==> src/rtl/psd_pkg.sv <==
// ----------------------------------------------------------------------------
// psd_pkg
// Shared widths and cell types for the point-to-segment distance core.
// ----------------------------------------------------------------------------
package psd_pkg;

  localparam int FracBitsDefault = 14;
  localparam int CoordW          = 16;
  localparam int DistW           = 17;
  // Differences of two coordinates.
  localparam int DiffW           = CoordW + 1;
  // Dot products and squared lengths of differences.
  localparam int DotW            = 2 * DiffW + 1;
  // Squared length of the chosen vector (difference may grow by two bits).
  localparam int SqW             = 2 * (DiffW + 2) + 1;
  localparam int RootW           = SqW / 2 + 1;
  localparam logic [DistW-1:0] DistMax = '1;

  // Data carried along the divider cell chain.
  typedef struct packed {
    logic                     valid;
    logic [DotW-1:0]          rem;
    logic [DotW-1:0]          den;
    logic signed [DiffW-1:0]  dx;
    logic signed [DiffW-1:0]  dy;
    logic signed [DiffW-1:0]  ex;
    logic signed [DiffW-1:0]  ey;
    logic signed [DiffW-1:0]  qx;
    logic signed [DiffW-1:0]  qy;
    logic [1:0]               sel;
  } div_cell_t;

  // Data carried along the square-root cell chain.
  typedef struct packed {
    logic              valid;
    logic [SqW-1:0]    rad;
    logic [RootW-1:0]  root;
  } sqrt_cell_t;

  localparam logic [1:0] SelStart = 2'd0;
  localparam logic [1:0] SelEnd   = 2'd1;
  localparam logic [1:0] SelFoot  = 2'd2;

endpackage

==> src/rtl/psd_div_cell.sv <==
// ----------------------------------------------------------------------------
// psd_div_cell
// One restoring-division step: produces one quotient bit of r.
// ----------------------------------------------------------------------------
module psd_div_cell
  import psd_pkg::*;
#(
  parameter int FracBits = FracBitsDefault,
  parameter int QW       = FracBits
) (
  input  logic            clk,
  input  logic            rst,
  input  logic            en,
  input  div_cell_t       din,
  input  logic [QW-1:0]   qin,
  output div_cell_t       dout,
  output logic [QW-1:0]   qout
);

  logic [DotW:0]   trial;
  logic [DotW:0]   shifted;
  logic            take;

  // Shift the remainder and try to subtract the divisor.
  always_comb begin
    shifted = {din.rem, 1'b0};
    trial   = shifted - {1'b0, din.den};
    take    = ~trial[DotW];
  end

  always_ff @(posedge clk) begin
    if (rst) begin
      dout.valid <= 1'b0;
    end else if (en) begin
      dout.valid <= din.valid;
    end
  end

  always_ff @(posedge clk) begin
    if (en) begin
      dout.rem <= take ? trial[DotW-1:0] : shifted[DotW-1:0];
      dout.den <= din.den;
      dout.dx  <= din.dx;
      dout.dy  <= din.dy;
      dout.ex  <= din.ex;
      dout.ey  <= din.ey;
      dout.qx  <= din.qx;
      dout.qy  <= din.qy;
      dout.sel <= din.sel;
      qout     <= {qin[QW-2:0], take};
    end
  end

endmodule

==> config.mk <==
export PLATFORM = sky130hd
export DESIGN_NAME = psd_div_cell
export DESIGN_NICKNAME = d
export VERILOG_FILES = /design/src/rtl/psd_pkg.sv /design/src/rtl/psd_div_cell.sv
export SDC_FILE = /design/constraint.sdc
export NUM_CORES = 1
export LEC_CHECK = 0
export ABC_AREA = 1
export BUFFER_PORTS_ARGS = -buffer_cell sky130_fd_sc_hd__buf_2
export CAP_MARGIN = 20
export CORE_AREA = 2 2 150 152
export DETAILED_ROUTE_END_ITERATION = 10
export DIE_AREA = 0 0 152 154
export GPL_TIMING_DRIVEN = 0
export PLACE_DENSITY = 0.71
export SLEW_MARGIN = 0
export SYNTH_ARGS = -nofsm -noshare
export SYNTH_HDL_FRONTEND = slang
export SYNTH_SLANG_ARGS = --single-unit
==> constraint.sdc <==
create_clock -name clk -period 3.6 [get_ports clk]
set_clock_uncertainty 0.1 [all_clocks]
set_input_delay 0.36 -clock clk [delete_from_list [all_inputs] [get_ports clk]]
set_output_delay 0.36 -clock clk [all_outputs]
set_load 0.05 [all_outputs]
Word-level counts from Yosys, hierarchy flattened:

Index checks and enable logic that the tools add are counted.

* add/sub/neg operators: 1
* multipliers: 0
* div/mod/pow operators: 0
* $lt $le $gt $ge: 0
* equality and inequality tests: 0
* shifts and indexed selects: 0
* mux-type cells: 1
* bitwise logic cells: 1
* reduce and logical (&&, ||, !) cells: 0

Operators with widths (number)
* 36-bit by 35-bit subtractor with 36-bit output: 1
* 35-bit 2-to-1 mux: 1
* 1-bit NOT: 1

* flip-flop bits (word level): 189
* bits in latches: 0
* bits in writable memories: 0
* memory bits (read-only): 0
* bits of input ports: 192
* output and inout port bits: 189
* logic and storage cells: 15
* memories: 0

Longest topological paths before layout:

Gate-level depths: netlist (run 1).

* word-level depth: 2
* depth in mapped cells: 17
* gate-level depth less buffers: 16

Least setup slack after synthesis (run 1):

No wires, ideal clock.

* path kind: input to register
* start: input din[130] (netlist bit)
* end: register dout[152] (netlist bit), data pin
* library setup time: 0.252 ns
* data arrival time: 1.796 ns
* required time: 3.248 ns
* path slack: 1.451 ns
* stages on the path: 13
* buffers on the path: 1
* path through: inv_1 ha_1 a21oi_1 nand2_1 a21oi_1 nor2_1 nor2_1 nand2_2 nand2_2 nand2_4 buf_6 nand2_1 nand2_1

* word-level cells in the longest chain between the ends: 2

RTL lines
* start, declared: line psd_div_cell.sv:14 `input div_cell_t din,`
* 36-bit by 35-bit subtractor with 36-bit output: line psd_div_cell.sv:27 `trial = shifted - {1'b0, din.den};`
* 35-bit 2-to-1 mux: line psd_div_cell.sv:41 `dout.rem <= take ? trial[DotW-1:0] : shifted[DotW-1:0];`
* end, declared: line psd_div_cell.sv:16 `output div_cell_t dout,`

No other way between the ends.
A chain may end at the register's enable or synchronous reset.

Final worst setup path (run 1):

* start: input din[121] (netlist bit)
* end: register dout[163] (netlist bit), data pin

The elaborated chain is that of the path after synthesis.

==> results of run 1 <==
==> cells in the final DEF (no fill, tap or decap), types with 4 or more instances in the layout <==
| cell type | netlist | routed |
|---|---|---|
| buf_2 | 0 | 378 |
| nand2_1 | 320 | 320 |
| edfxtp_1 | 188 | 188 |
| inv_1 | 133 | 133 |
| dlygate4sd3_1 | 0 | 119 |
| nor2_1 | 58 | 58 |
| nand3_1 | 36 | 36 |
| ha_1 | 34 | 34 |
| a21oi_1 | 26 | 26 |
| xor2_1 | 19 | 19 |
| clkbuf_16 | 0 | 17 |
| o21ai_0 | 9 | 9 |
| diode_2 | 0 | 6 |
| buf_6 | 6 | 6 |
| nand2_2 | 5 | 5 |
| o21bai_1 | 4 | 4 |
| nor3_1 | 4 | 4 |
==> through the flow <==
stage	setup TNS, ps	hold WS [ps]
finish	0	15.3
floorplan	0	332
global placement	-61270	367
CTS	0	0.496
global route	0	0.640
detailed placement	0	381
==> final cells by class <==
class	instances	area, sq um
Fill cell	1813	8780
Sequential cell	189	5670
Timing Repair Buffer	499	3130
Multi-Input combinational cell	531	2580
Inverter	133	499
Clock buffer	18	429
Tap cell	280	350
Clock inverter	14	168
Buffer	6	67.6
Antenna cell	6	15.0
==> sequential cells by signal, indices dropped and copies added, names as in the netlist <==
| signal | count |
|---|---|
| qout | 14 |
| dout | 175 |
==> worst min-delay path by stage <==
stage,cells past startpoint,slack [ps],to,startpoint
after floorplan,1,330,dout[174],rst
after global placement,2,370,dout[174],dout[174]
after global routing,1,0.6,dout[18],din[18]
final,1,20,dout[18],din[18]
after detailed placement,2,380,dout[174],dout[174]
after CTS,1,0.5,dout[128],din[128]
==> where the power goes <==
part	switching [mW]	internal (mW)
Sequential	0.0511	2.66
Combinational	1.30	0.487
Clock	0.976	0.947
Total	2.32	4.09
==> layer usage <==
layer  vias up  track usage, %  wire [microns]
met5         -               0               0
met4         0            10.6             980
met3        48            6.88            1970
met2       303            41.6           14800
met1      3625            29.3           12000
li1       3833               -               -
==> cells by family (layout without fill, tap and decap cells) <==
logic type | Yosys count | count (layout)
AO/OA/AOI/OAI | 43 | 43
XOR/XNOR | 19 | 19
adder cells (fa/ha/maj) | 35 | 35
buffers and inverters | 139 | 670
flip-flops | 189 | 189
multiplexers | 1 | 1
other | 0 | 6
AND/OR/NAND/NOR | 433 | 433
==> worst register-to-register path, cell delays in order, from the launching register on <==
cell	delay, ps
dfxtp_1	310
mux2i_1	130
nor2_1	50
==> reports/qor.json, run 1 <==
{
  "detailed_routing": {
    "route.detailed.vias_per_inst": 4.66,
    "wire_per_inst_microns": 17.8,
    "ant_nets": 0,
    "first_pass_iters": 5,
    "dr_total_vias": 7809,
    "finalWirelength_microns": 29800,
    "drc": 0,
    "drt-initial-drc-count": 537
  },
  "timing": {
    "max_freq_ghz": 0.343,
    "finalMaxSlewViolations": 0,
    "setup_viol": 0,
    "setup_repair_after_global_routing_missed_its_margin": "false",
    "layout_min_cycle_time_ps": 2910,
    "finalHoldViolCount": 0,
    "timing.max_slew.rel_slack_pct": 51.4,
    "worst-slew-pin-transition_ps": 729,
    "fin_ws_ps": 688,
    "final.period_utilization_pct": 80.9
  },
  "synthesis": {
    "synth-async-reset-ratio_pct": 0,
    "synthTopCellsByCount": "320 x nand2_1, 188 x edfxtp_1, 133 x inv_1, 58 x nor2_1, 36 x nand3_1",
    "yosys_most_used_dff": "edfxtp_1",
    "yosysTopAreaCellShare_pct": 64.0,
    "synth_cell_types": 28,
    "synth-simple-area-share_pct": 19.6,
    "largest_family_of_logic_cells_by_synthesized_area": "simple AND/OR/NAND/NOR gates",
    "synth_xor_xnor_area_share_pct": 1.89,
    "multiplexer_fraction_of_the_synthesized_cell_area_pct": 0.114,
    "yosys_register_bits": 189,
    "number_of_enable_type_register_cells_in_the_synthesized_netlist": 188,
    "synth_nets": 1086,
    "share_of_the_synthesized_area_in_compound_gates_ao_oa_aoi_oai_pct": 2.67,
    "netlist_instances": 859,
    "synth_sequential_area_ratio_pct": 64.3,
    "synthesis.yosys.warnings": 0,
    "synthMostInstantiatedCell": "nand2_1",
    "largest_cells_by_area_after_synthesis": "edfxtp_1 64%, nand2_1 14%, inv_1 5.7%",
    "synth_adder_area_share_pct": 5.05,
    "syn-mean-instance-area_sq_um": 10.3,
    "synth_area_sq_um": 8820,
    "netlist.top_cell.by_area": "edfxtp_1"
  },
  "critical_path": {
    "critical_path_start": "din[121]",
    "r2r-end": "dout[174]",
    "critical_path.startpoint_type": "input pin",
    "critPathMaxStageDelay_ps": 520,
    "cp.depth": 17,
    "r2r_slack_ps": 2910,
    "path_delay_family": "simple AND/OR/NAND/NOR gates",
    "timing_worst_setup_path_type": "input pin to flop",
    "worstRegToRegCells": 2,
    "worst-path-buf-inv": 5,
    "cpMaxStageDelayCell": "dlygate4sd3_1",
    "r2r-start": "dout[174]",
    "cp_data_required_time_ps": 3680,
    "crit_path_end_kind": "flop",
    "crit_arrival_ps": 2990,
    "cp_cell_sequence": "dlygate4sd3_1 > buf_2 > inv_1 > ha_1 > nand2_2 > inv_1 > nand2_1 > nand2_1 > a21oi_1 > nand3_2 > nand2_2 > nand2_2 > nand2_2 > nand2_4 > buf_6 > nand2_1 > nand2_1",
    "critical_path.max_fanout": 10,
    "crit_end": "dout[163]"
  },
  "clock_network": {
    "clk-insertion-delay-late_ps": 430,
    "tritoncts": "yes",
    "clk_root_buffer_cell": "clkbuf_16",
    "path_clk_slew_ps": 80,
    "inserted_clock_buffers": 17,
    "cts_max_level": 4,
    "clock-sinks": 189,
    "clk_path_buf_depth": 2,
    "ctsHoldBuffers": 117,
    "post-cts-setup-buffers": 0,
    "cts_resized": 0
  },
  "grt": {
    "first_pass_grt_wire_length_microns": 43500,
    "grt_pass1_vias": 7682,
    "antenna_found_initial": 6,
    "grt.total_usage_pct": 24.5,
    "pin_count_of_the_biggest_net_entering_global_routing": 100,
    "grt.overflow.total": 0
  },
  "die": {
    "fp.coreArea_sq_um": 21700,
    "chipHeight_microns": 154,
    "die_w_microns": 152,
    "initial_core_util_pct": 40.7,
    "io-pin-count": 381,
    "die_area_sq_um": 23400,
    "fp-row-count": 54
  },
  "cells_and_area": {
    "post_layout_nonfiller_instances": 1676,
    "flow.area_growth_from_synthesis_pct": 46.4,
    "layout-drive-gt1-share_pct": 30.7,
    "final_net_count": 1604,
    "final_design_area_no_fill_sq_um": 12900,
    "finalCoreUtilization_pct": 59.5
  },
  "run_status": {
    "outcome": "complete, no violations"
  },
  "placed_design": {
    "place.port_buffers": 379,
    "inst_count_dp": 1519,
    "place_worst_setup_slack_ps": 790,
    "place_area_sq_um": 11100,
    "routabilityCongestion": 0.891,
    "post-dp-hpwl_microns": 22300
  },
  "power": {
    "worst_vdd_rail_ir_drop_mv": 0.284,
    "powerDensity_nw_per_um2": 497,
    "p_leak_nw": 6.35,
    "design_power_total_mw": 6.42
  },
  "flow_run": {
    "max-cap-violations": 0
  },
  "hold_path": {
    "hold_path_class": "input pin to flop"
  }
}
Note: power is estimated with default switching activity, not from simulation.
==> inputs of run 2 (changes only) <==
--- a/config.mk
+++ b/config.mk
@@ -8,11 +8,11 @@
 export ABC_AREA = 1
 export BUFFER_PORTS_ARGS = -buffer_cell sky130_fd_sc_hd__buf_2
 export CAP_MARGIN = 20
-export CORE_AREA = 2 2 150 152
+export CORE_AREA = 2 2 147 149
 export DETAILED_ROUTE_END_ITERATION = 10
-export DIE_AREA = 0 0 152 154
+export DIE_AREA = 0 0 149 151
 export GPL_TIMING_DRIVEN = 0
-export PLACE_DENSITY = 0.71
+export PLACE_DENSITY = 0.73
 export SLEW_MARGIN = 0
 export SYNTH_ARGS = -nofsm -noshare
 export SYNTH_HDL_FRONTEND = slang
==> constraint.sdc (replaced) <==
create_clock -name clk -period 2.9 [get_ports clk]
set_clock_uncertainty 0.1 [all_clocks]
set_input_delay 0.29 -clock clk [delete_from_list [all_inputs] [get_ports clk]]
set_output_delay 0.29 -clock clk [all_outputs]
set_load 0.05 [all_outputs]
==> run 2 against run 1 <==
  * Critical path type unchanged
  * Register-to-register slack got worse by 1300 ps
  * Non-clock buffer count is 35 higher
  * First-iteration DRC count is 14% lower
==> reports/qor.json, run 2 (synthesis gave the netlist of run 1 again) <==
{
  "run_status": {
    "outcome": "complete, no violations"
  },
  "critical_path": {
    "critical_path.startpoint_type": "input pin",
    "crit_arrival_ps": 2820,
    "critPathMaxStageDelay_ps": 550,
    "timing_worst_setup_path_type": "input pin to flop",
    "cpMaxStageDelayCell": "dlygate4sd3_1",
    "crit_path_end_kind": "flop",
    "cp_data_required_time_ps": 2960,
    "cp_cell_sequence": "dlygate4sd3_1 > buf_2 > inv_1 > ha_1 > nand2_2 > inv_1 > nand2_1 > nand2_1 > a21oi_2 > nand3_2 > nand2_2 > nand2_2 > nand2_2 > nand2_4 > buf_6 > nand2_1 > nand2_1",
    "critical_path.max_fanout": 10
  },
  "grt": {
    "pin_count_of_the_biggest_net_entering_global_routing": 108,
    "first_pass_grt_wire_length_microns": 43900,
    "grt.total_usage_pct": 26.3,
    "grt_pass1_vias": 7894,
    "antenna_found_initial": 6,
    "grt.overflow.total": 0
  },
  "clock_network": {
    "clock-sinks": 189,
    "clk-insertion-delay-late_ps": 420,
    "post-cts-setup-buffers": 0,
    "clk_path_buf_depth": 2,
    "inserted_clock_buffers": 17,
    "clk_root_buffer_cell": "clkbuf_16",
    "cts_max_level": 4,
    "path_clk_slew_ps": 80,
    "tritoncts": "yes"
  },
  "die": {
    "initial_core_util_pct": 42.3,
    "chipHeight_microns": 151,
    "fp-row-count": 53,
    "fp.coreArea_sq_um": 20800,
    "die_area_sq_um": 22500,
    "die_w_microns": 149,
    "io-pin-count": 381
  },
  "cells_and_area": {
    "final_design_area_no_fill_sq_um": 13300,
    "layout-drive-gt1-share_pct": 30.1,
    "layout.filler_cells": 1660,
    "largest_registers": "dout: 175 flops, qout: 14 flops",
    "largest_reg_flops": 175,
    "ff_latch_area_sq_um": 5670,
    "final_common_cell": "buf_2",
    "flow.area_growth_from_synthesis_pct": 50.4,
    "final_net_count": 1639,
    "most-common-layout-cells": "378 x buf_2, 320 x nand2_1, 188 x edfxtp_1",
    "multi_input_comb_area_sq_um": 2600,
    "regMostFlops": "dout"
  },
  "detailed_routing": {
    "finalWirelength_microns": 30300,
    "wire_per_inst_microns": 17.8,
    "dr_total_vias": 7963,
    "detailroute.wirelength.met3_microns": 2130,
    "ant_nets": 0,
    "highest_layer": "met5",
    "drc": 0,
    "drt-initial-drc-count": 463,
    "first_pass_iters": 5,
    "route.met2.wl_microns": 15200,
    "m1WireLength_microns": 11900,
    "route.detailed.vias_per_inst": 4.67
  },
  "hold_path": {
    "hold_path_class": "input pin to flop"
  },
  "timing": {
    "layout_min_cycle_time_ps": 2760,
    "final.period_utilization_pct": 95.3,
    "timing.max_slew.rel_slack_pct": 55.3,
    "fin_ws_ps": 136,
    "max_freq_ghz": 0.362,
    "finalMaxSlewViolations": 0,
    "setup_repair_after_global_routing_missed_its_margin": "false",
    "worst-slew-pin-transition_ps": 670,
    "setup_viol": 0,
    "final.setup.tns_ps": 0,
    "finalHoldViolCount": 0,
    "fin_hold_ws_ps": 28.1
  },
  "placed_design": {
    "place.port_buffers": 379,
    "place_area_sq_um": 11100,
    "place_worst_setup_slack_ps": 230,
    "post-dp-hpwl_microns": 21900,
    "routabilityCongestion": 0.921
  },
  "flow_run": {
    "max-cap-violations": 0
  },
  "power": {
    "p_leak_nw": 6.50,
    "powerDensity_nw_per_um2": 602,
    "worst_vdd_rail_ir_drop_mv": 0.347
  }
}
[run 2: changes by cell type in the layout (fill, tap and decap cells not counted)]
cell,delta
dlygate4sd3_1,+35
a21oi_1,-1
a21oi_2,+1
clkbuf_1,-1
clkinv_8,+1
inv_12,-1
inv_6,-1
inv_8,+1
nor2_1,-1
nor2_4,+1
[run 2: area by class of cell]
class                   instances  area share (%)
diodes                          6           0.113
plain buffers                   6           0.510
clock buffers                  17            3.21
clock inverters                14            1.28
inverters                     133            3.77
multi-input cells             531            19.6
flip-flops and latches        189            42.7
well taps                     275            2.60
repair buffers                534            26.2
[run 2: through the flow]
step	power, mW	util [%]	std cells
floorplan	4.86	-	859
global placement	5.48	53.1	1513
detailed placement	5.49	53.3	1514
CTS	8.01	63.6	1699
global route	8.29	63.6	1702
finish	7.98	63.7	1705
[run 2: per-layer routing]
metal	vias to the layer above	GRT usage (%)
met5	-	0
met4	2	10.6
met3	62	6.17
met2	354	45.9
met1	3643	31.6
li1	3902	-
[run 2: report_power, final]
| part | total (mW) | switching (mW) | leakage, nW | internal (mW) |
|---|---|---|---|---|
| sequential | 3.37 | 0.0693 | 1.85 | 3.30 |
| combinational | 2.26 | 1.62 | 4.36 | 0.636 |
| clock | 2.35 | 1.18 | 0.290 | 1.17 |
| total | 7.98 | 2.88 | 6.50 | 5.10 |
[run 2: repair_timing]
action / CTS / global route
hold endpoints to repair: 153 / 0
resized for setup: 0 / 3
hold buffers: 154 / 0
setup endpoints to repair: 0 / 9
[run 2: path summary, 6_finish.rpt]
path         slack, ps      start        end  depth (start not counted)
max                140   din[121]  dout[158]                         17
min                 30   din[154]  dout[155]                          3
max reg2reg       1620  dout[174]  dout[174]                          3
min reg2reg        980  dout[174]  dout[174]                          3
[run 2: worst max-delay path, delay by kind of cell]
kind / cells / cell delay, ps
adder cells (fa/ha/maj): 1 / 360
AO/OA/AOI/OAI: 1 / 190
buffers and inverters: 5 / 980
AND/OR/NAND/NOR: 10 / 1000
==> inputs of run 3 (changes only) <==
--- a/config.mk
+++ b/config.mk
@@ -13,7 +13,8 @@
 export DIE_AREA = 0 0 149 151
 export GPL_TIMING_DRIVEN = 0
 export PLACE_DENSITY = 0.73
-export SLEW_MARGIN = 0
+export RECOVER_POWER = 25
+export SLEW_MARGIN = 20
 export SYNTH_ARGS = -nofsm -noshare
 export SYNTH_HDL_FRONTEND = slang
 export SYNTH_SLANG_ARGS = --single-unit
==> run 3 against run 2 <==
  * Wire length increased by 0.92%
  * Power increased by 0.74%
  * Die area unchanged
  * Global-route usage increased by 0.27 points
  * Worst hold slack improved by 5.1 ps
  * Sequential cell count unchanged
  * Maximum frequency increased by 2.0%
  * Combinational power about the same
  * Cell count decreased by 0.18%
  * First-iteration DRC count increased by 6.9%
  * Largest cell class unchanged
  * Highest routed layer unchanged
==> reports/qor.json, run 3 (synthesis gave the netlist of run 1 again) <==
{
  "run_status": {
    "outcome": "complete, no violations"
  },
  "detailed_routing": {
    "finalWirelength_microns": 30600,
    "wire_per_inst_microns": 18.0,
    "drc": 0,
    "route.detailed.vias_per_inst": 4.65,
    "ant_nets": 0,
    "first_pass_iters": 4,
    "drt-initial-drc-count": 495,
    "dr_total_vias": 7909
  },
  "cells_and_area": {
    "flow.area_growth_from_synthesis_pct": 50.2,
    "layout-drive-gt1-share_pct": 28.7,
    "final_net_count": 1639,
    "final_common_cell": "buf_2",
    "most-common-layout-cells": "357 x buf_2, 320 x nand2_1, 188 x edfxtp_1",
    "largest_registers": "dout: 175 flops, qout: 14 flops",
    "regMostFlops": "dout",
    "largest_reg_flops": 175
  },
  "critical_path": {
    "crit_path_end_kind": "flop",
    "r2r_slack_ps": 1580,
    "worstRegToRegCells": 3,
    "critical_path.max_fanout": 10,
    "crit_arrival_ps": 2780,
    "r2r-end": "dout[174]",
    "r2r-start": "dout[174]",
    "timing_worst_setup_path_type": "input pin to flop",
    "critical_path.startpoint_type": "input pin",
    "cp_data_required_time_ps": 2970
  },
  "grt": {
    "antenna_found_initial": 5,
    "first_pass_grt_wire_length_microns": 44100,
    "grt.overflow.total": 0,
    "use_met2_pct": 46.4,
    "grtUsageMet3_pct": 6.42,
    "routing_layer_with_the_top_usage_in_global_route": "met2",
    "grt_pass1_vias": 7966,
    "grt.total_usage_pct": 26.6,
    "pin_count_of_the_biggest_net_entering_global_routing": 106,
    "groute.layer.met1.usage_pct": 31.2
  },
  "power": {
    "power.combinational.fraction_pct": 28.1,
    "netSwitchingPower_mw": 2.93,
    "pwr-share-seq_pct": 41.9,
    "switching_share_pct": 36.4,
    "powerDensity_nw_per_um2": 607,
    "worst_vdd_rail_ir_drop_mv": 0.361,
    "pwr-share-clk_pct": 30.0,
    "design_power_total_mw": 8.04,
    "cell_internal_pwr_mw": 5.11,
    "p_leak_nw": 6.45
  },
  "timing": {
    "finalMaxSlewViolations": 0,
    "max_freq_ghz": 0.369,
    "final.period_utilization_pct": 93.4,
    "setup_repair_after_global_routing_missed_its_margin": "false",
    "finalHoldViolCount": 0,
    "setup_viol": 0,
    "worst-slew-pin-transition_ps": 684,
    "timing.max_slew.rel_slack_pct": 54.4,
    "layout_min_cycle_time_ps": 2710,
    "fin_hold_ws_ps": 33.1,
    "final.setup.tns_ps": 0
  },
  "clock_network": {
    "inserted_clock_buffers": 17,
    "tritoncts": "yes",
    "clock-sinks": 189,
    "clk_root_buffer_cell": "clkbuf_16",
    "path_clk_slew_ps": 80,
    "clk_path_buf_depth": 2,
    "clk-insertion-delay-late_ps": 430,
    "cts_max_level": 4
  },
  "placed_design": {
    "place.port_buffers": 379,
    "routabilityCongestion": 0.921,
    "post-dp-hpwl_microns": 21900
  },
  "die": {
    "die_area_sq_um": 22500,
    "fp-row-count": 53,
    "chipHeight_microns": 151,
    "fp.coreArea_sq_um": 20800,
    "die_w_microns": 149,
    "io-pin-count": 381,
    "initial_core_util_pct": 42.3
  },
  "hold_path": {
    "hold_path_depth": 3,
    "hold-path-endpoint": "dout[155]",
    "hold_path_class": "input pin to flop",
    "min-delay-start": "din[154]"
  },
  "flow_run": {
    "max-cap-violations": 0
  }
}
run 3: cell types whose count changed in the layout (fill, tap and decap cells not counted):
cell / before / now
buf_2: 378 / 357
clkbuf_1: 0 / 20
diode_2: 6 / 2
clkinv_4: 3 / 0
clkinv_8: 4 / 7
inv_6: 2 / 5
inv_8: 4 / 1
clkbuf_2: 0 / 1
clkinv_1: 0 / 1
run 3: worst max-delay path by stage:
stage,startpoint,endpoint,depth (start not counted)
floorplan,din[130],dout[157],13
global placement,en,dout[174],3
detailed placement,din[121],dout[158],16
CTS,din[122],dout[158],17
global route,din[118],dout[158],17
finish,din[121],dout[158],17
run 3: final cells by class:
type | count | area (sq um)
fillers | 1681 | 7580
flip-flops and latches | 189 | 5670
repair buffers | 534 | 3450
multi-input cells | 531 | 2600
inverters | 133 | 499
clock buffers | 17 | 425
well taps | 275 | 344
clock inverters | 15 | 189
plain buffers | 6 | 67.6
diodes | 2 | 5.00
run 3: per-layer routing:
layer  vias up  wire length (microns)
li1       3899                      -
met1      3630                  11900
met2       302                  15300
met3        72                   2100
met4         6                   1270
met5         -                     45
run 3: worst max-delay path: stages:
cell,delay (ps)
dlygate4sd3_1,530
buf_2,140
inv_1,70
ha_1,350
nand2_2,130
inv_1,50
nand2_1,50
nand2_1,90
a21oi_2,190
nand3_2,150
nand2_2,120
nand2_2,70
nand2_2,80
nand2_4,100
buf_6,160
nand2_1,60
nand2_1,120
run 3: timing repair:
item,in CTS,in global routing
buffers inserted,0,0
hold endpoints to repair,153,0
gates resized for setup,0,3
hold buffers,154,0
endpoints found under the setup margin,0,1
run 3: metrics by stage:
step | instance area [sq um] | cells | setup WS, ps | util (%)
3_5_place_dp | 11100 | 1514 | 225 | 53.3
2_1_floorplan | 8820 | 859 | 821 | -
6_report | 13200 | 1702 | 191 | 63.6
5_1_grt | 13200 | 1701 | 23.7 | 63.6
4_1_cts | 13300 | 1700 | 139 | 63.6
3_3_place_gp | 11100 | 1513 | -1040 | 53.1
run 3: power by group through the flow:
stage                     Clock, mW  Sequential [mW]  Combinational, mW
after floorplan                   0             4.31              0.547
after global placement            0             3.42               2.06
after detailed placement          0             3.41               2.08
after CTS                      2.44             3.36               2.26
after global routing           2.54             3.39               2.41
final                          2.41             3.37               2.26
