### config.mk
export PLATFORM = sky130hd
export DESIGN_NAME = psd_sqrt_cell
export DESIGN_NICKNAME = d
export VERILOG_FILES = /design/src/rtl/psd_pkg.sv /design/src/rtl/psd_sqrt_cell.sv
export SDC_FILE = /design/constraint.sdc
export NUM_CORES = 1
export LEC_CHECK = 0
export BUFFER_PORTS_ARGS = -buffer_cell sky130_fd_sc_hd__buf_2
export CORE_UTILIZATION = 43
export CTS_CLUSTER_DIAMETER = 120
export DETAILED_ROUTE_END_ITERATION = 12
export HOLD_SLACK_MARGIN = 0.08
export PLACE_DENSITY = 0.81
export RECOVER_POWER = 50
export SYNTH_ARGS = -nofsm -noshare
export SYNTH_HDL_FRONTEND = slang
export SYNTH_SLANG_ARGS = --single-unit
export TNS_END_PERCENT = 30
### constraint.sdc
create_clock -name clk -period 0.9 [get_ports clk]
set_input_delay 0.18 -clock clk [delete_from_list [all_inputs] [get_ports clk]]
set_output_delay 0.18 -clock clk [all_outputs]
set_load 0.1 [all_outputs]
### src/rtl/psd_pkg.sv
// ----------------------------------------------------------------------------
// psd_pkg
// Shared widths and cell types for the point-to-segment distance core.
// ----------------------------------------------------------------------------
package psd_pkg;

  localparam int FracBitsDefault = 14;
  localparam int CoordW          = 16;
  localparam int DistW           = 17;
  // Differences of two coordinates.
  localparam int DiffW           = CoordW + 1;
  // Dot products and squared lengths of differences.
  localparam int DotW            = 2 * DiffW + 1;
  // Squared length of the chosen vector (difference may grow by two bits).
  localparam int SqW             = 2 * (DiffW + 2) + 1;
  localparam int RootW           = SqW / 2 + 1;
  localparam logic [DistW-1:0] DistMax = '1;

  // Data carried along the divider cell chain.
  typedef struct packed {
    logic                     valid;
    logic [DotW-1:0]          rem;
    logic [DotW-1:0]          den;
    logic signed [DiffW-1:0]  dx;
    logic signed [DiffW-1:0]  dy;
    logic signed [DiffW-1:0]  ex;
    logic signed [DiffW-1:0]  ey;
    logic signed [DiffW-1:0]  qx;
    logic signed [DiffW-1:0]  qy;
    logic [1:0]               sel;
  } div_cell_t;

  // Data carried along the square-root cell chain.
  typedef struct packed {
    logic              valid;
    logic [SqW-1:0]    rad;
    logic [RootW-1:0]  root;
  } sqrt_cell_t;

  localparam logic [1:0] SelStart = 2'd0;
  localparam logic [1:0] SelEnd   = 2'd1;
  localparam logic [1:0] SelFoot  = 2'd2;

endpackage

### src/rtl/psd_sqrt_cell.sv
// ----------------------------------------------------------------------------
// psd_sqrt_cell
// One digit step of a bit-by-bit integer square root.
// ----------------------------------------------------------------------------
module psd_sqrt_cell
  import psd_pkg::*;
#(
  parameter int Step = 0
) (
  input  logic        clk,
  input  logic        rst,
  input  logic        en,
  input  sqrt_cell_t  din,
  output sqrt_cell_t  dout
);

  localparam int Shift = 2 * (RootW - 1 - Step);

  logic [SqW+1:0] trial;
  logic [SqW+1:0] rad_ext;
  logic [SqW+1:0] cand;

  // Candidate (4*root+1) placed at this step's weight.
  always_comb begin
    cand    = ({{(SqW+2-RootW-2){1'b0}}, din.root, 2'b01}) << Shift;
    rad_ext = {2'b00, din.rad};
    trial   = rad_ext - cand;
  end

  always_ff @(posedge clk) begin
    if (rst) begin
      dout.valid <= 1'b0;
    end else if (en) begin
      dout.valid <= din.valid;
    end
  end

  always_ff @(posedge clk) begin
    if (en) begin
      if (!trial[SqW+1]) begin
        dout.rad  <= trial[SqW-1:0];
        dout.root <= {din.root[RootW-2:0], 1'b1};
      end else begin
        dout.rad  <= din.rad;
        dout.root <= {din.root[RootW-2:0], 1'b0};
      end
    end
  end

endmodule

==> metrics.md, run 1 <==
| Metric | Value |
|---|---|
| Maximum clock insertion buffer count | 2 |
| CTS Buf Count | 9 |
| Flip-flop and latch count after synthesis | 60 |
| Worst Setup Slack post-DPL | 0.00907 ns |
| Initial Utilization | 0.451 |
| Post-DP Area | 3430 um^2 |
| Num Clock Sinks | 60 |
| Post-Synthesis Mean Instance Area | 28.4 um^2 |
| Routability cong. | 0.699 |
| Vertical die dimension | 67.0 um |
| Post-CTS resize count | 0 |
| Fraction of post-synthesis cell area in the top cell type by area | 0.975 |
| Status | did not finish |
| Last stage reached | clock tree synthesis |
| Total of buffers placed on input and output ports | 121 |
| Hold buffers post-CTS | 57 |
| Distinct cells, synth | 6 |
| Number of placement rows | 23 |
| Synthesized netlist cell count | 64 |
| Cell taking the most area after synthesis | edfxtp_1 |
| Post-synthesis net count | 127 |
| Synthesis Warnings | 0 |
| Netlist area before placement | 1820 um^2 |
| Number of H-tree levels | 3 |
| Error message | [ERROR DPL-0038] Utilization greater than 100%, impossible to legalize |
| Main area contributors after synthesis | edfxtp_1, dfxtp_1, mux2i_1 |
| Library cell used as clock root buffer | clkbuf_8 |
| Proportion of synthesized chip area in sequential cells | 0.986 |
| Top-Level Pins | 123 |
| Die outline width | 67.0 um |
| Post-CTS setup buffer count | 0 |
==> cell usage after synthesis <==
cell type and instances:
clkbuf_1 1, dfxtp_1 1, edfxtp_1 59, mux2i_1 1
nor2_1 1, xor2_1 1
==> per-stage QoR <==
stage | std cells | TNS (ns)
2_1_floorplan | 64 | -10.88
3_3_place_gp | 237 | 0
3_5_place_dp | 237 | 0
==> cell families after synthesis <==
family                    Yosys count  synth area share
buffers and inverters               1           0.00206
xor gates and xnor gates            1           0.00482
muxes                               1           0.00551
and+or+nand+nor                     1           0.00206
DFF                                60             0.986
==> run 2, diff against run 1 <==
--- a/config.mk
+++ b/config.mk
@@ -6,11 +6,9 @@
 export NUM_CORES = 1
 export LEC_CHECK = 0
 export BUFFER_PORTS_ARGS = -buffer_cell sky130_fd_sc_hd__buf_2
-export CORE_UTILIZATION = 43
-export CTS_CLUSTER_DIAMETER = 120
+export CORE_UTILIZATION = 31
 export DETAILED_ROUTE_END_ITERATION = 12
-export HOLD_SLACK_MARGIN = 0.08
-export PLACE_DENSITY = 0.81
+export PLACE_DENSITY_LB_ADDON = 0.15
 export RECOVER_POWER = 50
 export SYNTH_ARGS = -nofsm -noshare
 export SYNTH_HDL_FRONTEND = slang
==> run 2 against run 1 <==
  * The flow now finishes, with violations (negative setup slack)
  * Area after synthesis unchanged
  * Synthesized cell count unchanged
==> metrics.md, run 2 <==
| Metric | Value |
|---|---|
| Status | finished, violations left (was did not finish) |
| Failing checks | negative setup slack |
| Number of failing setup endpoints in the final timing report | 60 |
| Largest net degree at the start of global routing | 36 |
| Power density over the cells | 2230 nW/um^2 |
| Largest reg by FF count | dout |
| Worst reg2reg path startpoint | dout[59] |
| Final worst path period need | 1.12 ns |
| Proportion of layout cells with a drive suffix above 1 | 0.672 |
| Synthesis Warnings | 0 (unchanged) |
| Vertical die dimension | 78.6 um (was 67.0 um) |
| Area share of and/or/nand/nor cells after synthesis | 0.00206 (unchanged) |
| Slowest cell on crit path | edfxtp_1 |
| Share of synthesized area spent on multiplexers | 0.00551 (unchanged) |
| Top library cells by usage in the layout, fill and taps aside | buf_12, edfxtp_1, buf_2 |
| Total wire length | 4030 um |
| Post-synthesis net count | 127 (unchanged) |
| Top-Level Pins | 123 (unchanged) |
| Vias in the first global route | 1254 |
| Post-CTS resize count | 0 (unchanged) |
| Worst setup margin | -0.219 ns |
| Avg Vias per Cell | 4.12 |
| Synthesized netlist cell count | 64 (unchanged) |
| Peak fanout along the critical path | 1 |
| Largest regs | dout (60) |
| Total Negative Setup Slacks | -12.00 ns |
| Total vias in the final route | 1137 |
| Fraction of post-synthesis cell area in the top cell type by area | 0.975 (unchanged) |
| Most common cell after layout, fill and taps aside | buf_12 |
| Maximum clock insertion buffer count | 2 (unchanged) |
| First drt pass iteration count | 4 |
| Sw Ratio | 0.357 |
| DRC violations left | 0 |
| RSZ-0062 raised after global routing | true |
| Number of H-tree levels | 3 (unchanged) |
| Antenna diode count | 0 |
| Number of endpoints with negative hold slack in the final report | 0 |
| Num Clock Sinks | 60 (unchanged) |
| Netlist area before placement | 1820 um^2 (unchanged) |
| Overall overflow remaining after global route | 0 |
| Max Clk Rate | 0.893 GHz |
| Tightest hold margin | 0.0312 ns |
| DR iter-0 viols | 56 |
| Flop pwr share | 0.433 |
| Static power due to leakage | 0.00151 uW |
| Share of synthesized registers carrying an async set or reset | 0 (unchanged) |
| Average wire per cell in the routed design | 14.6 um |
| Synth Area in Adders | 0 (unchanged) |
| Core outline area | 5570 um^2 |
| Endpoint of the most critical register-to-register path | dout[59] |
| Distinct cells, synth | 6 (unchanged) |
| Total Nets Final | 262 |
| R2R setup slack | 0.30 ns |
| CTS Buf Count | 9 (unchanged) |
| Total of buffers placed on input and output ports | 121 (unchanged) |
| Worst max-slew margin expressed relative to the limit | 0.877 |
| Top-count cell post-synth | edfxtp_1 (unchanged) |
| Floorplan die area | 6170 um^2 |
| Cell taking the most area after synthesis | edfxtp_1 (unchanged) |
| Estimated wirelength of the detail-placed design | 3210 um |
| Hold worst-path end | dout[6] |
| Die outline width | 78.6 um (was 67.0 um) |
| List of cells traversed by the critical path | buf_12 |
| Worst r2r path cells | 2 |
| Largest family of logic cells by synthesized area | multiplexers (unchanged) |
| Power share of the clock group | 0.240 |
| Switching power | 2890 uW |
| Number of placement rows | 27 (was 23) |
| Prevailing post-synth register cell | edfxtp_1 (unchanged) |
| Delay of the slowest cell on the worst path | 0.43 ns |
| Initial Utilization | 0.326 (was 0.451) |
| Initial antenna violation count | 0 |
| Clock insertion delay at the later pin of the skew report | 0.31 ns |
| Kind of capture point of the worst setup path | output port |
| Kind of start point of the critical path | flip-flop |
| Worst hold path type | input pin to flip-flop |
| Post-Synthesis Mean Instance Area | 28.4 um^2 (unchanged) |
| Main area contributors after synthesis | edfxtp_1, dfxtp_1, mux2i_1 (unchanged) |
| Count of nets left with antenna violations after detail routing | 0 |
| Launch instance of the worst min-delay path | din[5] |
| Max-capacitance violation count | 0 |
| Post-synth EDFFs | 59 (unchanged) |
| Flip-flop and latch count after synthesis | 60 (unchanged) |
| Post-CTS setup buffer count | 0 (unchanged) |
| Worst EP arrival | 0.94 ns |
| Global-route wire length before repair | 6200 um |
| Syn-to-layout area delta | 99.4% |
| CTS clk-pin slew, worst paths | 0.07 ns |
| Max reg flops | 60 |
| Hold Path Stages | 1 |
| Final setup skew | 0 ns |
| Sum of buffers and inverters on the critical path | 1 |
| Compound-Gate Fraction of Synth Area | 0 (unchanged) |
| Required arrival time at the worst endpoint | 0.72 ns |
| Slew at the pin closest to its max-slew limit | 0.184 ns |
| Crit-path leading delay family | flip-flops |
| GRT Total Usage | 0.144 |
| Proportion of synthesized chip area in sequential cells | 0.986 (unchanged) |
| Start-to-end type of the worst setup path | flip-flop to output port |
| Total internal power | 5210 uW |
| Library cell used as clock root buffer | clkbuf_8 (unchanged) |
| Share of the cycle needed by the critical path after routing | 1.24 |
| CTS tree | done |
| Max-slew violation total from the final report | 0 |
| IR Drop Worst-Case VDD | 1280 uV |
| Share of the synthesized netlist area taken by xor and xnor gates | 0.00482 (unchanged) |
| Routability cong. | 0.654 (was 0.699) |
| Gate power share | 0.328 |
[run 2: cell counts after synthesis]
No cell type changed its count.
[run 2: cell families after synthesis]
logic type                count (synthesis)
buffers and inverters                     1
xor gates and xnor gates                  1
and+or+nand+nor                           1
muxes                                     1
DFF                                      60
[run 2: worst max-delay path by stage]
stage,startpoint,end,slack [ns],cells after the start
final,dout[24],dout[24],-0.22,1
after global routing,dout[12],dout[12],-0.27,1
after CTS,dout[49],dout[49],-0.24,1
after detailed placement,en,dout[13],0.02,2
after global placement,en,dout[11],0.04,2
after floorplan,dout[0],dout[0],-0.18,0
[run 2: through the flow]
| step | setup WS, ns | utilization | cells | instance area (um^2) | power [uW] |
|---|---|---|---|---|---|
| finish | -0.219 | 0.651 | 276 | 3630 | 8100 |
| global route | -0.267 | 0.651 | 276 | 3630 | 8380 |
| CTS | -0.244 | 0.651 | 276 | 3630 | 8190 |
| detailed placement | 0.0186 | 0.621 | 259 | 3460 | 6240 |
| global placement | 0.0355 | 0.621 | 259 | 3460 | 6210 |
| floorplan | -0.184 | - | 64 | 1820 | 5030 |
[run 2: power groups by stage]
stage	sequential [uW]	combinational (uW)	clock [uW]
after global placement	3560	2650	0
after detailed placement	3570	2670	0
after floorplan	5020	7.56	0
final	3500	2660	1940
after global routing	3530	2710	2150
after CTS	3510	2680	2010
[run 2: timing repair]
action / in CTS / in global routing
hold buffers: 1 / 0
gates cloned: 0 / 0
endpoints found under the hold margin: 1 / 0
setup endpoints to repair: 60 / 60
[run 2: routing by layer]
metal	part of all wire	global-route usage	up-vias
met3	0.12	0.0721	2
met2	0.54	0.245	80
met5	0	0	-
met4	0.0050	0.0833	0
met1	0.34	0.140	530
li1	-	-	525
[run 2: layout make-up]
cell class | count | area (um^2)
multi-input combinational | 3 | 22.5
clock inverter | 6 | 31.3
fill | 394 | 1950
clock buffer | 10 | 128
sequential | 60 | 1790
tap | 72 | 90.1
timing repair buffer | 125 | 1560
No activity file was read; power rests on OpenSTA's default activity.
==> run 3, diff against run 2 <==
--- a/config.mk
+++ b/config.mk
@@ -8,7 +8,7 @@
 export BUFFER_PORTS_ARGS = -buffer_cell sky130_fd_sc_hd__buf_2
 export CORE_UTILIZATION = 31
 export DETAILED_ROUTE_END_ITERATION = 12
-export PLACE_DENSITY_LB_ADDON = 0.15
+export PLACE_DENSITY_LB_ADDON = 0.12
 export RECOVER_POWER = 50
 export SYNTH_ARGS = -nofsm -noshare
 export SYNTH_HDL_FRONTEND = slang
==> run 3 against run 2 <==
  * The flow still finishes with violations (negative setup slack)
  * Cell count down 0.36%
  * Combinational power about the same
  * First-iteration DRC count down 50%
  * Critical path type unchanged
  * Clock skew unchanged
  * Largest power group unchanged
==> metrics.md, run 3 (synthesis gave the netlist of run 2 again) <==
| Metric | Value |
|---|---|
| Status | finished, violations left (unchanged) |
| Failing checks | negative setup slack (unchanged) |
| Largest regs | dout (60) (unchanged) |
| Total Negative Setup Slacks | -11.62 ns (was -12.00 ns) |
| Power density over the cells | 2220 nW/um^2 (was 2230 nW/um^2) |
| Max-capacitance violation count | 0 (unchanged) |
| Core outline area | 5570 um^2 (unchanged) |
| Num Clock Sinks | 60 (unchanged) |
| CTS tree | done (unchanged) |
| Number of H-tree levels | 3 (unchanged) |
| Worst setup margin | -0.222 ns (was -0.219 ns) |
| Sum of buffers and inverters on the critical path | 1 (unchanged) |
| DR iter-0 viols | 28 (was 56) |
| Crit-path leading delay family | flip-flops (unchanged) |
| Final setup skew | 0 ns (unchanged) |
| Tightest hold margin | 0.0393 ns (was 0.0312 ns) |
| Die outline width | 78.6 um (unchanged) |
| Required arrival time at the worst endpoint | 0.72 ns (about the same) |
| Global-route wire length before repair | 6250 um (was 6200 um) |
| Floorplan die area | 6170 um^2 (unchanged) |
| Post-CTS resize count | 0 (unchanged) |
| CTS Buf Count | 9 (unchanged) |
| Most common cell after layout, fill and taps aside | buf_12 (unchanged) |
| Peak fanout along the critical path | 1 (unchanged) |
| GRT Total Usage | 0.144 (about the same) |
| Syn-to-layout area delta | 98.5% (was 99.4%) |
| Avg Vias per Cell | 4.10 (was 4.12) |
| Number of failing setup endpoints in the final timing report | 60 (unchanged) |
| Average wire per cell in the routed design | 15.0 um (was 14.6 um) |
| Vias in the first global route | 1198 (was 1254) |
| Top library cells by usage in the layout, fill and taps aside | buf_12, edfxtp_1, buf_2 (unchanged) |
| Static power due to leakage | 0.00149 uW (was 0.00151 uW) |
| Routability cong. | 0.628 (was 0.654) |
| Final worst path period need | 1.12 ns (about the same) |
| Top-Level Pins | 123 (unchanged) |
| Post-CTS setup buffer count | 0 (unchanged) |
| IR Drop Worst-Case VDD | 1350 uV (was 1280 uV) |
| Initial antenna violation count | 0 (unchanged) |
| Start-to-end type of the worst setup path | flip-flop to output port (unchanged) |
| Largest reg by FF count | dout (unchanged) |
| CTS clk-pin slew, worst paths | 0.06 ns (was 0.07 ns) |
| First drt pass iteration count | 4 (unchanged) |
| Total Nets Final | 261 (was 262) |
| Largest net degree at the start of global routing | 35 (was 36) |
| Total vias in the final route | 1128 (was 1137) |
| Count of nets left with antenna violations after detail routing | 0 (unchanged) |
| Max reg flops | 60 (unchanged) |
| RSZ-0062 raised after global routing | true (unchanged) |
| Pwr Total | 8030 uW (was 8100 uW) |
| Max Clk Rate | 0.892 GHz (was 0.893 GHz) |
| Vertical die dimension | 78.6 um (unchanged) |
| Share of the cycle needed by the critical path after routing | 1.25 (was 1.24) |
| Antenna diode count | 0 (unchanged) |
| Number of placement rows | 27 (unchanged) |
| Proportion of layout cells with a drive suffix above 1 | 0.640 (was 0.672) |
| Worst max-slew margin expressed relative to the limit | 0.875 (was 0.877) |
| List of cells traversed by the critical path | buf_12 (unchanged) |
| Delay of the slowest cell on the worst path | 0.44 ns (was 0.43 ns) |
| Worst EP arrival | 0.94 ns (about the same) |
| Initial Utilization | 0.326 (unchanged) |
| Worst hold path type | input pin to flip-flop (unchanged) |
| Fill cell instance count of the final layout | 405 (was 394) |
| Number of endpoints with negative hold slack in the final report | 0 (unchanged) |
| Total wire length | 4120 um (was 4030 um) |
| Slowest cell on crit path | edfxtp_1 (unchanged) |
| Estimated wirelength of the detail-placed design | 3160 um (was 3210 um) |
| Total of buffers placed on input and output ports | 121 (unchanged) |
| Kind of capture point of the worst setup path | output port (unchanged) |
| Library cell used as clock root buffer | clkbuf_8 (unchanged) |
| Maximum clock insertion buffer count | 2 (unchanged) |
| DRC violations left | 0 (unchanged) |
| Overall overflow remaining after global route | 0 (unchanged) |
| Max-slew violation total from the final report | 0 (unchanged) |
| Slew at the pin closest to its max-slew limit | 0.187 ns (was 0.184 ns) |
| Clock insertion delay at the later pin of the skew report | 0.31 ns (about the same) |
| Kind of start point of the critical path | flip-flop (unchanged) |
## run 3: report_power, final
| part | leakage [uW] | internal (uW) | switching (uW) |
|---|---|---|---|
| Combinational | 0.000827 | 903 | 1750 |
| Sequential | 0.000586 | 3330 | 178 |
| Clock | 0.0000769 | 969 | 896 |
## run 3: final cells by class
| class | instances | area, um^2 | share of cell area |
|---|---|---|---|
| Clock buffer | 12 | 135 | 0.0374 |
| Clock inverter | 4 | 16.3 | 0.00451 |
| Multi-Input combinational cell | 3 | 22.5 | 0.00624 |
| Sequential cell | 60 | 1790 | 0.497 |
| Tap cell | 72 | 90.1 | 0.0250 |
| Timing Repair Buffer | 124 | 1550 | 0.430 |
## run 3: path summary, 6_finish.rpt
kind	depth (start not counted)	startpoint	slack, ns	end
worst min-delay path	1	din[56]	0.04	dout[56]
worst min register to register	2	dout[59]	0.53	dout[59]
worst max register to register	2	dout[59]	0.29	dout[59]
worst max-delay path	1	dout[15]	-0.22	dout[15]
## run 3: through the flow
stage,area (um^2),cells,setup WS [ns],utilization
floorplan,1820,64,-0.184,-
global placement,3450,258,0.0295,0.619
detailed placement,3450,258,0.00695,0.619
CTS,3610,275,-0.254,0.648
global route,3610,275,-0.264,0.647
finish,3610,275,-0.222,0.647
## run 3: worst reg2reg max path, cell delays in order (launching register included)
cell	delay [ns]
dfxtp_2	0.34
mux2i_1	0.12
nor2_1	0.05
## run 3: what timing repair did
item / CTS / global route
hold buffers: 1 / 0
endpoints found under the setup margin: 60 / 60
endpoints found under the hold margin: 1 / 0
## run 3: per-layer routing
metal,vias to the layer above,share of wire,GRT usage
li1,523,-,-
met1,519,0.34,0.143
met2,82,0.51,0.235
met3,4,0.13,0.0721
met4,0,0.016,0.0944
met5,-,0,0
==> run 4, diff against run 3 <==
==> constraint.sdc (replaced) <==
create_clock -name clk -period 0.9 [get_ports clk]
set_input_delay 0.09 -clock clk [delete_from_list [all_inputs] [get_ports clk]]
set_output_delay 0.09 -clock clk [all_outputs]
set_load 0.1 [all_outputs]
==> run 4 against run 3 <==
  * The flow still finishes with violations (negative setup slack)
  * Utilization rose by 11 points
  * Global-route usage is 3.5 points higher
  * Worst setup slack better by 0.088 ns
  * Cell count grew 21%
  * Register-to-register slack got worse by 0.02 ns
  * Via count grew 21%
  * Clock-buffer cell count fell by 3
  * First-iteration DRC count increased by 89%
  * Power up 6.8%
  * Fmax is 8.5% higher
==> metrics.md, run 4 (synthesis gave the netlist of run 2 again) <==
| Metric | Value |
|---|---|
| Floorplan die area | 6170 um^2 (unchanged) |
| Total Nets Final | 319 (was 261) |
| CTS tree | done (unchanged) |
| Total vias in the final route | 1370 (was 1128) |
| Hold worst-path end | dout[0] (was dout[56]) |
| Top-Level Pins | 123 (unchanged) |
| Max-slew violation total from the final report | 0 (unchanged) |
| Core outline area | 5570 um^2 (unchanged) |
| List of cells traversed by the critical path | buf_12 (unchanged) |
| Largest net degree at the start of global routing | 35 (unchanged) |
| Final core area utilization | 0.753 (was 0.647) |
| Vias in the first global route | 1553 (was 1198) |
| First drt pass iteration count | 3 (was 4) |
| Static power due to leakage | 0.00175 uW (was 0.00149 uW) |
| RSZ-0062 raised after global routing | true (unchanged) |
| Worst max-slew margin expressed relative to the limit | 0.570 (was 0.875) |
| Max-capacitance violation count | 0 (unchanged) |
| Endpoint of the most critical register-to-register path | dout[59] (unchanged) |
| Share of the cycle needed by the critical path after routing | 1.15 (was 1.25) |
| Worst r2r path cells | 2 (unchanged) |
| Top library cells by usage in the layout, fill and taps aside | buf_2, buf_12, edfxtp_1, dlygate4sd3_1, clkbuf_8 (was buf_12, edfxtp_1, buf_2) |
| Total of buffers placed on input and output ports | 121 (unchanged) |
| Fill cell instance count of the final layout | 339 (was 405) |
| Vertical die dimension | 78.6 um (unchanged) |
| Maximum clock insertion buffer count | 2 (unchanged) |
| Die outline width | 78.6 um (unchanged) |
| Required arrival time at the worst endpoint | 0.81 ns (was 0.72 ns) |
| DR iter-0 viols | 53 (was 28) |
| Number of endpoints with negative hold slack in the final report | 0 (unchanged) |
| Worst setup path startpoint | dout[15] (unchanged) |
| Routability cong. | 0.628 (about the same) |
| CTS clk-pin slew, worst paths | 0.07 ns (was 0.06 ns) |
| Final worst path period need | 1.03 ns (was 1.12 ns) |
| Number of failing setup endpoints in the final timing report | 60 (unchanged) |
| Proportion of layout cells with a drive suffix above 1 | 0.525 (was 0.640) |
| Initial antenna violation count | 0 (unchanged) |
| Max reg flops | 60 (unchanged) |
| Global-route wire length before repair | 7770 um (was 6250 um) |
| Average wire per cell in the routed design | 14.9 um (was 15.0 um) |
| Crit-path leading delay family | flip-flops (unchanged) |
| Worst reg2reg path startpoint | dout[59] (unchanged) |
| Avg Vias per Cell | 4.11 (was 4.10) |
| Launch instance of the worst min-delay path | din[58] (was din[56]) |
| Overall overflow remaining after global route | 0 (unchanged) |
| Num Clock Sinks | 60 (unchanged) |
| R2R setup slack | 0.27 ns (was 0.29 ns) |
| Sum of buffers and inverters on the critical path | 1 (unchanged) |
| Number of H-tree levels | 3 (unchanged) |
| Post-CTS setup buffer count | 0 (unchanged) |
| Total Negative Setup Slacks | -7.11 ns (was -11.62 ns) |
| Slew at the pin closest to its max-slew limit | 0.645 ns (was 0.187 ns) |
| Clock insertion delay at the later pin of the skew report | 0.33 ns (was 0.31 ns) |
| Largest regs | dout (60) (unchanged) |
| Antenna diode count | 0 (unchanged) |
| Library cell used as clock root buffer | clkbuf_8 (unchanged) |
| Worst EP arrival | 0.94 ns (about the same) |
| Largest reg by FF count | dout (unchanged) |
| Count of nets left with antenna violations after detail routing | 0 (unchanged) |
| Kind of start point of the critical path | flip-flop (unchanged) |
| Start-to-end type of the worst setup path | flip-flop to output port (unchanged) |
| IR Drop Worst-Case VDD | 1430 uV (was 1350 uV) |
| GRT Total Usage | 0.178 (was 0.144) |
| Kind of capture point of the worst setup path | output port (unchanged) |
| Hold Path Stages | 2 (was 1) |
| Worst hold path type | input pin to flip-flop (unchanged) |
| Final setup skew | 0 ns (unchanged) |
| Post-CTS resize count | 0 (unchanged) |
| Worst setup margin | -0.134 ns (was -0.222 ns) |
| CTS Buf Count | 9 (unchanged) |
| Delay of the slowest cell on the worst path | 0.42 ns (was 0.44 ns) |
| Max Clk Rate | 0.968 GHz (was 0.892 GHz) |
| Number of placement rows | 27 (unchanged) |
| Initial Utilization | 0.326 (unchanged) |
| Total wire length | 4950 um (was 4120 um) |
| DRC violations left | 0 (unchanged) |
| Syn-to-layout area delta | 131% (was 98.5%) |
| Power density over the cells | 2040 nW/um^2 (was 2220 nW/um^2) |
| Slowest cell on crit path | edfxtp_1 (unchanged) |
| Failing checks | negative setup slack (unchanged) |
| Peak fanout along the critical path | 1 (unchanged) |
| Status | finished, violations left (unchanged) |
run 4: changes by cell type in the layout (fill, tap and decap cells not counted):
cell | previous run | this run
dlygate4sd3_1 | 1 | 59
buf_2 | 57 | 60
bufinv_16 | 0 | 1
buf_12 | 62 | 60
clkinv_2 | 1 | 4
clkbuf_2 | 0 | 1
clkinv_1 | 3 | 2
clkbuf_1 | 7 | 1
clkbuf_4 | 0 | 1
run 4: final cells by class:
class / count / area [um^2] / area share
Clock inverter: 7 / 57.6 / 0.0137
Sequential cell: 60 / 1790 / 0.427
Tap cell: 72 / 90.1 / 0.0215
Multi-Input combinational cell: 3 / 22.5 / 0.00537
Timing Repair Buffer: 182 / 2110 / 0.503
Clock buffer: 9 / 124 / 0.0295
run 4: metrics by stage:
| stage | hold WS, ns | instances | instance area, um^2 | total power [uW] | setup WS, ns |
|---|---|---|---|---|---|
| after global placement | 0.240 | 258 | 3450 | 6200 | 0.120 |
| after floorplan | 0.155 | 64 | 1820 | 5030 | -0.0940 |
| after global routing | 0.0786 | 333 | 4200 | 8860 | -0.178 |
| after detailed placement | 0.244 | 258 | 3450 | 6230 | 0.0988 |
| after CTS | 0.0482 | 333 | 4220 | 8660 | -0.159 |
| final | 0.0924 | 333 | 4200 | 8570 | -0.134 |
run 4: power by group:
group	total, uW	internal, uW	switching (uW)	leakage (uW)
registers	3510	3330	178	0.000586
logic	2850	1060	1790	0.00107
clock network	2210	1240	976	0.0000976
total	8570	5630	2950	0.00175
run 4: what timing repair did:
item,CTS,global route
endpoints found under the hold margin,59,0
hold buffers,59,0
setup endpoints to repair,60,60
run 4: worst reg2reg max path: cells and delay by family, from the launching register on:
kind             cells  cell delay [ns]
and+or+nand+nor      1             0.05
muxes                1             0.13
DFF                  1             0.34
run 4: how the worst max path moves through the flow:
stage                    end  slack, ns  depth (start not counted)
floorplan            dout[0]      -0.09                          0
global placement     dout[6]       0.12                          2
detailed placement  dout[17]        0.1                          2
CTS                 dout[50]      -0.16                          1
global route        dout[50]      -0.18                          1
finish              dout[15]      -0.13                          1
run 4: layer usage:
layer  up-vias  part of all wire  global-route usage
met3         9             0.099              0.0709
met1       636              0.35               0.179
met4         0             0.021               0.102
met2        85              0.53               0.310
met5         -                 0                   0
li1        640                 -                   -
